`config.mk`:
```
export PLATFORM = sky130hd
export DESIGN_NAME = self_modifying_lcg_random_unit
export DESIGN_NICKNAME = d
export VERILOG_FILES = /design/src/rtl/smlcg_pkg.sv /design/src/rtl/smlcg_ctrl.sv /design/src/rtl/smlcg_dp.sv /design/src/rtl/self_modifying_lcg_random_unit.sv
export SDC_FILE = /design/constraint.sdc
export NUM_CORES = 2
export LEC_CHECK = 0
export ABC_AREA = 0
export BUFFER_PORTS_ARGS = -buffer_cell sky130_fd_sc_hd__buf_2
export CORE_MARGIN = 5
export CORE_UTILIZATION = 55
export DETAILED_ROUTE_END_ITERATION = 8
export PLACE_DENSITY = 0.73
export SLEW_MARGIN = 20
export SYNTH_ARGS = -nofsm -noshare
export SYNTH_HDL_FRONTEND = slang
export SYNTH_HIERARCHICAL = 1
export SYNTH_SLANG_ARGS = --single-unit
```
`constraint.sdc`:
```
create_clock -name clk -period 13.91 [get_ports clk]
set_input_delay 2.0865 -clock clk [delete_from_list [all_inputs] [get_ports clk]]
set_output_delay 2.0865 -clock clk [all_outputs]
set_load 0.05 [all_outputs]
```
`src/rtl/smlcg_pkg.sv`:
```
package smlcg_pkg;

  localparam int InWidth  = 136;
  localparam int OutWidth = 112;
  localparam int StepW    = 18;

  localparam logic [1:0] OP_LOAD = 2'd0;
  localparam logic [1:0] OP_DRAW = 2'd1;
  localparam logic [1:0] OP_SKIP = 2'd2;

  localparam logic [31:0] MULT_RESET = 32'd314159265;
  localparam logic [31:0] ADD_RESET  = 32'd178453311;
  localparam logic [31:0] ADD_BIAS   = 32'h10101010;

  typedef struct packed {
    logic start;
    logic mul;
    logic upd;
    logic scale;
    logic out_load;
  } cmd_t;

  typedef struct packed {
    logic steps_zero;
    logic op_draw;
    logic out_busy;
  } status_t;

  typedef enum logic [4:0] {
    ST_IDLE  = 5'b00001,
    ST_MUL   = 5'b00010,
    ST_UPD   = 5'b00100,
    ST_SCALE = 5'b01000,
    ST_DONE  = 5'b10000
  } state_t;

endpackage

```
`src/rtl/smlcg_ctrl.sv`:
```
module smlcg_ctrl
  import smlcg_pkg::*;
(
  input  logic    clk,
  input  logic    rst_n,
  input  logic    in_valid,
  output logic    in_ready,
  input  status_t status,
  output cmd_t    cmd
);

  state_t state_r, state_nxt;

  always_ff @(posedge clk) begin
    if (!rst_n) begin
      state_r <= ST_IDLE;
    end else begin
      state_r <= state_nxt;
    end
  end

  assign in_ready = (state_r == ST_IDLE);

  always_comb begin
    state_nxt = state_r;
    cmd       = '0;
    case (state_r)
      ST_IDLE: begin
        if (in_valid) begin
          cmd.start = 1'b1;
          state_nxt = ST_MUL;
        end
      end
      ST_MUL: begin
        if (status.steps_zero) begin
          state_nxt = status.op_draw ? ST_SCALE : ST_DONE;
        end else begin
          cmd.mul   = 1'b1;
          state_nxt = ST_UPD;
        end
      end
      ST_UPD: begin
        cmd.upd   = 1'b1;
        state_nxt = ST_MUL;
      end
      ST_SCALE: begin
        cmd.scale = 1'b1;
        state_nxt = ST_DONE;
      end
      ST_DONE: begin
        if (!status.out_busy) begin
          cmd.out_load = 1'b1;
          state_nxt    = ST_IDLE;
        end
      end
      default: begin
        state_nxt = ST_IDLE;
      end
    endcase
  end

endmodule

```
`src/rtl/smlcg_dp.sv`:
```
module smlcg_dp
  import smlcg_pkg::*;
(
  input  logic                clk,
  input  logic                rst_n,
  input  logic [InWidth-1:0]  in_tdata,
  input  cmd_t                cmd,
  output status_t             status,
  output logic                out_tvalid,
  input  logic                out_tready,
  output logic [OutWidth-1:0] out_tdata
);

  logic [1:0]          opcode;
  logic [31:0]         seed_in, mult_in, addend_in;
  logic [14:0]         range_in;
  logic [15:0]         place_in;

  logic [31:0]         seed_r, mult_r, addend_r, prod_r;
  logic [StepW-1:0]    steps_r;
  logic                draw_r;
  logic [14:0]         range_r, value_r;
  logic                out_valid_r;
  logic [OutWidth-1:0] out_data_r;

  logic [31:0]         seed_new;
  logic [30:0]         scaled;

  assign opcode    = in_tdata[1:0];
  assign seed_in   = in_tdata[33:2];
  assign mult_in   = in_tdata[65:34];
  assign addend_in = in_tdata[97:66];
  assign range_in  = in_tdata[112:98];
  assign place_in  = in_tdata[128:113];

  assign seed_new = prod_r + addend_r;
  assign scaled   = {15'b0, seed_r[15:0]} * {16'b0, range_r};

  always_ff @(posedge clk) begin
    if (!rst_n) begin
      seed_r   <= '0;
      mult_r   <= MULT_RESET;
      addend_r <= ADD_RESET;
      steps_r  <= '0;
    end else if (cmd.start) begin
      if (opcode == OP_LOAD) begin
        seed_r   <= seed_in;
        mult_r   <= mult_in;
        addend_r <= addend_in;
      end
      case (opcode)
        OP_DRAW: steps_r <= StepW'(1);
        OP_SKIP: steps_r <= {place_in, 2'b00};
        default: steps_r <= '0;
      endcase
    end else if (cmd.upd) begin
      seed_r   <= seed_new;
      mult_r   <= (mult_r ^ seed_new) + 32'($signed(seed_new) >>> 4);
      addend_r <= addend_r + 32'($signed(seed_new) >>> 3) - ADD_BIAS;
      steps_r  <= steps_r - StepW'(1);
    end
  end

  always_ff @(posedge clk) begin
    if (cmd.start) begin
      draw_r  <= (opcode == OP_DRAW);
      range_r <= range_in;
      value_r <= '0;
    end else if (cmd.scale) begin
      value_r <= scaled[30:16];
    end
    if (cmd.mul) begin
      prod_r <= seed_r * mult_r;
    end
    if (cmd.out_load) begin
      out_data_r <= {1'b0, addend_r, mult_r, seed_r, value_r};
    end
  end

  always_ff @(posedge clk) begin
    if (!rst_n) begin
      out_valid_r <= 1'b0;
    end else if (cmd.out_load) begin
      out_valid_r <= 1'b1;
    end else if (out_tready) begin
      out_valid_r <= 1'b0;
    end
  end

  assign status.steps_zero = (steps_r == '0);
  assign status.op_draw    = draw_r;
  assign status.out_busy   = out_valid_r && !out_tready;

  assign out_tvalid = out_valid_r;
  assign out_tdata  = out_data_r;

endmodule

```
`src/rtl/self_modifying_lcg_random_unit.sv`:
```
// Self-modifying LCG random generator.
// Input channel in_*: one item per operation (load, draw, skip; code 3 is a no-op).
// Result channel out_*: exactly one result item per input item, in order.
// One generator step is a 32x32 multiply into a register (ST_MUL),
// then the add and the multiplier/addend update (ST_UPD). A draw adds a
// scaling step (ST_SCALE) for the 16x15 multiply.
// Load and no-op skip the generator and go straight to the output; a draw
// runs a generator step, then the scaling; a skip runs the steps set by place_count.
// One item is in flight at a time; in_tready rises the cycle after the result
// is loaded into the output register, so a new item can be taken while that
// result still waits.
// If the receiver stalls, the finished result holds in the output register
// and the next item completes its work, then waits until the register frees.
// Reset: seed 0, multiplier 314159265, addend 178453311, no result pending.
module self_modifying_lcg_random_unit
  import smlcg_pkg::*;
(
  input  logic                clk,
  input  logic                rst_n,
  input  logic                in_tvalid,
  output logic                in_tready,
  // opcode[1:0], seed_in[33:2], mult_in[65:34], addend_in[97:66],
  // range_n[112:98], place_count[128:113], zero pad
  input  logic [InWidth-1:0]  in_tdata,
  output logic                out_tvalid,
  input  logic                out_tready,
  // random_value[14:0], seed_out[46:15], mult_out[78:47], addend_out[110:79],
  // zero pad
  output logic [OutWidth-1:0] out_tdata
);

  cmd_t    cmd;
  status_t status;

  smlcg_ctrl u_ctrl (
    .clk      (clk),
    .rst_n    (rst_n),
    .in_valid (in_tvalid),
    .in_ready (in_tready),
    .status   (status),
    .cmd      (cmd)
  );

  smlcg_dp u_dp (
    .clk        (clk),
    .rst_n      (rst_n),
    .in_tdata   (in_tdata),
    .cmd        (cmd),
    .status     (status),
    .out_tvalid (out_tvalid),
    .out_tready (out_tready),
    .out_tdata  (out_tdata)
  );

endmodule

```
# Word level (Yosys, flattened, before mapping)
# Cells that the tools add are included.
word_totals:
  ff_bits: 294
  word_cells: 64
  out_inout_bits: 114
  in_bits: 140
classes:
  bitwise_logic: 1
  eq_ne: 10
  mul: 2
  n_addsub: 5
  mux: 27
  reduce_logical: 8
op_table:
  columns: ["op", "count"]
  rows:
  - ["two-way mux 32 bit", 9]
  - ["adder 32 bit", 3]
  - ["two-way mux 18 bit", 2]
  - ["case mux 18 bit (2 select lines)", 1]
  - ["multiplier 32 x 32 -> 32 bit", 1]
  - ["subtractor 32 x 29 -> 32 bit, second input constant", 1]
  - ["XOR 32 bit", 1]
  - ["multiplier 16 x 15 -> 31 bit", 1]
  - ["case mux 5 bit (5 select lines)", 1]
  - ["two-way mux 5 bit", 4]
  - ["logical NOT 18 bit", 1]
  - ["subtractor 18 x 1 -> 18 bit, second input constant", 1]
  - ["two-way mux 1 bit", 10]
  - ["equality test 5 x 1 -> 1 bit, second input constant", 1]
  - ["equality test 5 x 2 -> 1 bit, second input constant", 1]
  - ["equality test 5 x 3 -> 1 bit, second input constant", 1]
  - ["equality test 5 x 4 -> 1 bit, second input constant", 1]
  - ["equality test 5 bit, second input constant", 1]
  - ["inequality test 2 bit, second input constant", 2]
  - ["AND reduction 2 bit", 2]
  - ["nonzero test 2 bit", 2]
  - ["equality test 2 x 1 -> 1 bit, second input constant", 1]
  - ["equality test 2 bit, second input constant", 1]
  - ["logical NOT 2 bit", 1]
  - ["other kinds (3)", 3]

# Longest topological paths before layout
logic_depth:
  ltp_word: 5
  ltp_mapped: 30
  mapped_depth_nobuf: 28

# Modules after synthesis
# The synthesis kept the hierarchy.
modules_own_cells:
  columns: ["mod", "cells_each", "n_inst", "seq_area_each_um2", "area_each_um2"]
  rows:
  - ["smlcg_dp", 4084, 1, 7377.1, 38520.7]
  - ["smlcg_ctrl", 39, 1, 100.1, 344.1]

# Worst setup path before layout
# OpenSTA, ideal clock, no wires.
synth_timing:
  kind: "in2reg"
  from: "in out_tready"
  to: "reg u_dp.out_data_r[0], in the netlist u_dp/out_tdata[0] (enable)"
  t_required_ps: 13168
  t_arrival_ps: 10261
  path_buffers: 0
  setup_ps: 742
  setup_slack_ps: 2907
  cell_stages: 2
  cell_sequence: "nor2b_1 nor3b_1"
synth_lines:
  columns: ["element", "line_no", "text"]
  rows:
  - ["start, declared", "self_modifying_lcg_random_unit.sv:26", "input logic out_tready,"]
  - ["end signal, assigned", "smlcg_dp.sv:76", "out_data_r <= {1'b0, addend_r, mult_r, seed_r, value_r};"]
  - ["end, declared", "smlcg_dp.sv:24", "logic [OutWidth-1:0] out_data_r;"]

# Worst setup path in the final report
layout_timing:
  from: "reg u_dp.seed_r[11]"
  to: "reg u_dp.prod_r[31], data pin"
layout_via:
  elab_chain_cells: 1
layout_lines:
  columns: ["element", "line_no", "text"]
  rows:
  - ["start, declared", "smlcg_dp.sv:19", "logic [31:0] seed_r, mult_r, addend_r, prod_r;"]
  - ["start signal, assigned", "smlcg_dp.sv:47", "seed_r <= seed_in;"]
  - ["start signal, assigned", "smlcg_dp.sv:57", "seed_r <= seed_new;"]
  - ["multiplier 32 x 32 -> 32 bit", "smlcg_dp.sv:73", "prod_r <= seed_r * mult_r;"]
  - ["end signal, assigned", "smlcg_dp.sv:73", null]
  - ["end, declared", "smlcg_dp.sv:19", null]
# No other way between the ends.
# A chain may end at the register's enable or synchronous reset.

==> reports/metrics.yaml <==
final_nets: 5321
setup_viol: 0
worst_slew_margin_rel_pct: 26.5
hold_path.class: "reg2reg"
grt_pass1_wl_mm: 178
cts_buffers: 36
power.total_mw: 3.75
pin_count: 254
antenna_found_initial: 8
synth_nets: 5195
busiest_layer: "met2"
via_count: 30249
grt_use_total_pct: 30.4
reg2reg_slack_ns: 5.34
synth-main-ff-cell: "edfxtp_1"
cts_setup_buffers: 0
synthAdderAreaFrac_pct: 41.4
synth.area.top_cells: "fa_1 30%, edfxtp_1 12%, ha_1 11%, dfxtp_1 7.0%, and2_1 6.9%"
drc: 0
netlist_area_um2: 38900
end_kind: "register"
area_delta_synth_final_pct: 8.46
grt_use_met3_pct: 4.38
place.gp.congestion: 1.00
outcome: "finished, final reports clean"
final_layout_size_suffix_gt1_share_pct: 9.35
worstSetupPathType: "reg2reg"
use_met1_pct: 40.1
htreeDepth: 2
hold_path_end: "u_dp/out_tdata[10]$_DFFE_PP_"
critPathArrivalTime_ns: 8.86
grt_max_degree: 76
dieArea_um2: 76100
die_h_um: 276
synth_seq_cells: 294
avgRoutedWirePerCell_um: 21.9
numPortBuffers: 245
hpwl_mm: 86.7
maxCapViolCount: 0
r2r.worst_path.cells: 27
hp-start: "u_dp/value_r[10]$_SDFFE_PP0P_"
synthTopCellsByCount: "674 x inv_1, 590 x fa_1, 490 x nand2_1"
use_met2_pct: 50.3
hold_depth: 0
dp_slack_ns: 5.50
clock_sink_count: 294
critPathRequiredTime_ns: 14.21
post-route-period-util_pct: 61.6
setup_tns_ns: 0
skew_ns: 0.0432
cts_tree: "built"
drt_iter0_drc: 2367
fmax_mhz: 117
vdd_drop_max_mv: 0.0842
max-clock-path-buffers: 3
synthSimpleGateAreaFrac_pct: 15.7
cp-start-kind: "register"
synth_top_area_cell: "fa_1"
rsz0062_at_grt: "no"
ys_warn_count: 6
final_core_util_pct: 60.2
clock_latency_ns: 0.58
ant_nets: 0
vias_per_cell: 5.80
cts_resized: 0
whs_ns: 0.418
fin_ws_ns: 5.34
synth_top_family_by_area: "adder cells"
core_area_um2: 70000
synth_edf_count: 159
drv_slew: 0
clk_pin_slew_ns: 0.06
syn_inst: 4123
rows: 97
die_w_um: 276
postCtsHoldBufs: 0
grt_pass1_vias: 31265
synthMostInstantiatedCell: "inv_1"
worstMarginPinSlew_ns: 1.10
crit_fanout: 27
power_per_cell_area_nw_per_um2: 89.0
synthMuxAreaShare_pct: 0.547
avgSynthCellArea_um2: 9.43
synth_cell_type_count: 87
synthXorXnorAreaFrac_pct: 4.64
fin_crit_ns: 8.57
hold_viol: 0
synth_top_area_share_pct: 30.4
synth_compound_area_share_pct: 9.84
clockRootBuffer: "clkbuf_16"
ys_seq_area_share_pct: 19.2
initial_core_util_pct: 55.5
r2r_end: "u_dp/prod_r[31]$_DFFE_PP_"
overflow: 0
rr_startpoint: "u_dp/seed_r[11]$_SDFFE_PN0P_"
wl_mm: 114
drt_first_pass_iters: 6
leakage_nw: 19.7
synthArstFlopShare_pct: 0
## registers in the layout (all words and copies together), names as in the netlist
name / cells
u_dp/seed_r: 32
u_dp/prod_r: 32
u_dp/steps_r: 18
u_dp/out_tdata: 111
u_dp/out_tvalid: 1
u_dp/draw_r: 1
u_dp/mult_r: 32
u_ctrl/state_r: 5
u_dp/addend_r: 32
u_dp/value_r: 15
u_dp/range_r: 15
## cells by family after synthesis
| family | Yosys count |
|---|---|
| AND/OR/NAND/NOR | 1228 |
| adder cells (fa/ha/maj) | 932 |
| buffers and inverters | 886 |
| AO/OA/AOI/OAI | 559 |
| flip-flops | 294 |
| XOR/XNOR | 202 |
| multiplexers | 21 |
| other | 1 |
## report_power, final
group | leakage (nW) | switching [mW] | internal, mW
logic | 16.6 | 1.02 | 0.705
clock network | 0.601 | 0.411 | 0.575
registers | 2.50 | 0.0762 | 0.963
## worst max-delay path by stage
stage,cells after the start,to,start
3_5_place_dp,26,u_dp/prod_r[30]$_DFFE_PP_,u_dp/seed_r[11]$_SDFFE_PN0P_
6_report,27,u_dp/prod_r[31]$_DFFE_PP_,u_dp/seed_r[11]$_SDFFE_PN0P_
3_3_place_gp,27,u_dp/prod_r[31]$_DFFE_PP_,u_dp/seed_r[11]$_SDFFE_PN0P_
2_1_floorplan,2,u_dp/out_tdata[0]$_DFFE_PP_,out_tready
5_1_grt,26,u_dp/prod_r[30]$_DFFE_PP_,u_dp/seed_r[11]$_SDFFE_PN0P_
4_1_cts,27,u_dp/prod_r[31]$_DFFE_PP_,u_dp/seed_r[11]$_SDFFE_PN0P_
## layout by cell type (no fill, tap or decap), types with 15 or more instances in the layout
| master | synthesis | final |
|---|---|---|
| a31oi_1 | 17 | 17 |
| clkbuf_16 | 0 | 37 |
| buf_2 | 0 | 245 |
| a21o_1 | 63 | 63 |
| xnor2_1 | 133 | 133 |
| inv_1 | 674 | 673 |
| nor3_1 | 37 | 37 |
| nor2b_1 | 15 | 15 |
| o21a_1 | 24 | 24 |
| o221ai_1 | 29 | 29 |
| nand2_1 | 490 | 489 |
| nand2b_1 | 18 | 18 |
| and3_1 | 21 | 21 |
| a21oi_1 | 161 | 161 |
| a211oi_1 | 17 | 17 |
| buf_4 | 3 | 52 |
| a22oi_1 | 22 | 22 |
| fa_1 | 590 | 590 |
| dfxtp_1 | 135 | 128 |
| nand4_1 | 15 | 15 |
| nand3_1 | 28 | 28 |
| ha_1 | 342 | 342 |
| mux2i_1 | 19 | 19 |
| edfxtp_1 | 159 | 159 |
| o21ai_0 | 65 | 65 |
| and2_1 | 428 | 427 |
| o211ai_1 | 23 | 23 |
| xor2_1 | 66 | 66 |
| nor2_1 | 129 | 126 |
## critical path: stages, from the launching register on
cell	delay, ns
dfxtp_1	0.76
buf_4	0.53
and2_1	0.21
fa_1	0.44
fa_1	0.51
fa_1	0.53
inv_1	0.05
fa_1	0.47
inv_1	0.05
fa_1	0.49
inv_1	0.05
fa_1	0.53
inv_1	0.05
fa_1	0.49
inv_1	0.06
fa_1	0.48
inv_1	0.05
ha_1	0.35
a21o_1	0.21
a21o_1	0.17
a21oi_1	0.20
and2_1	0.15
a311o_1	0.18
a211oi_1	0.12
a2111oi_2	0.54
o21ai_1	0.14
a21oi_1	0.34
xnor2_1	0.11
## metal layers
layer,share of wire [%],routed length [µm]
met3,8.4,9560
met4,5.3,6040
met2,47,54000
met1,39,44700
met5,0.022,25
## per-stage QoR
step / instance area, µm² / instances
floorplan: 38900 / 4123
finish: 42200 / 5219
detailed placement: 40900 / 5151
CTS: 42100 / 5217
global route: 42100 / 5218
global placement: 40900 / 5150
## layout make-up
cell class                      instances  area (µm²)
Timing Repair Buffer                  298        1640
Fill cell                            5979       27900
Antenna cell                            2        5.00
Multi-Input combinational cell       2943       28100
Sequential cell                       294        7490
Tap cell                              940        1180
Clock inverter                         24         269
Inverter                              676        2540
Clock buffer                           42         955
(Power assumes the default switching activity.)
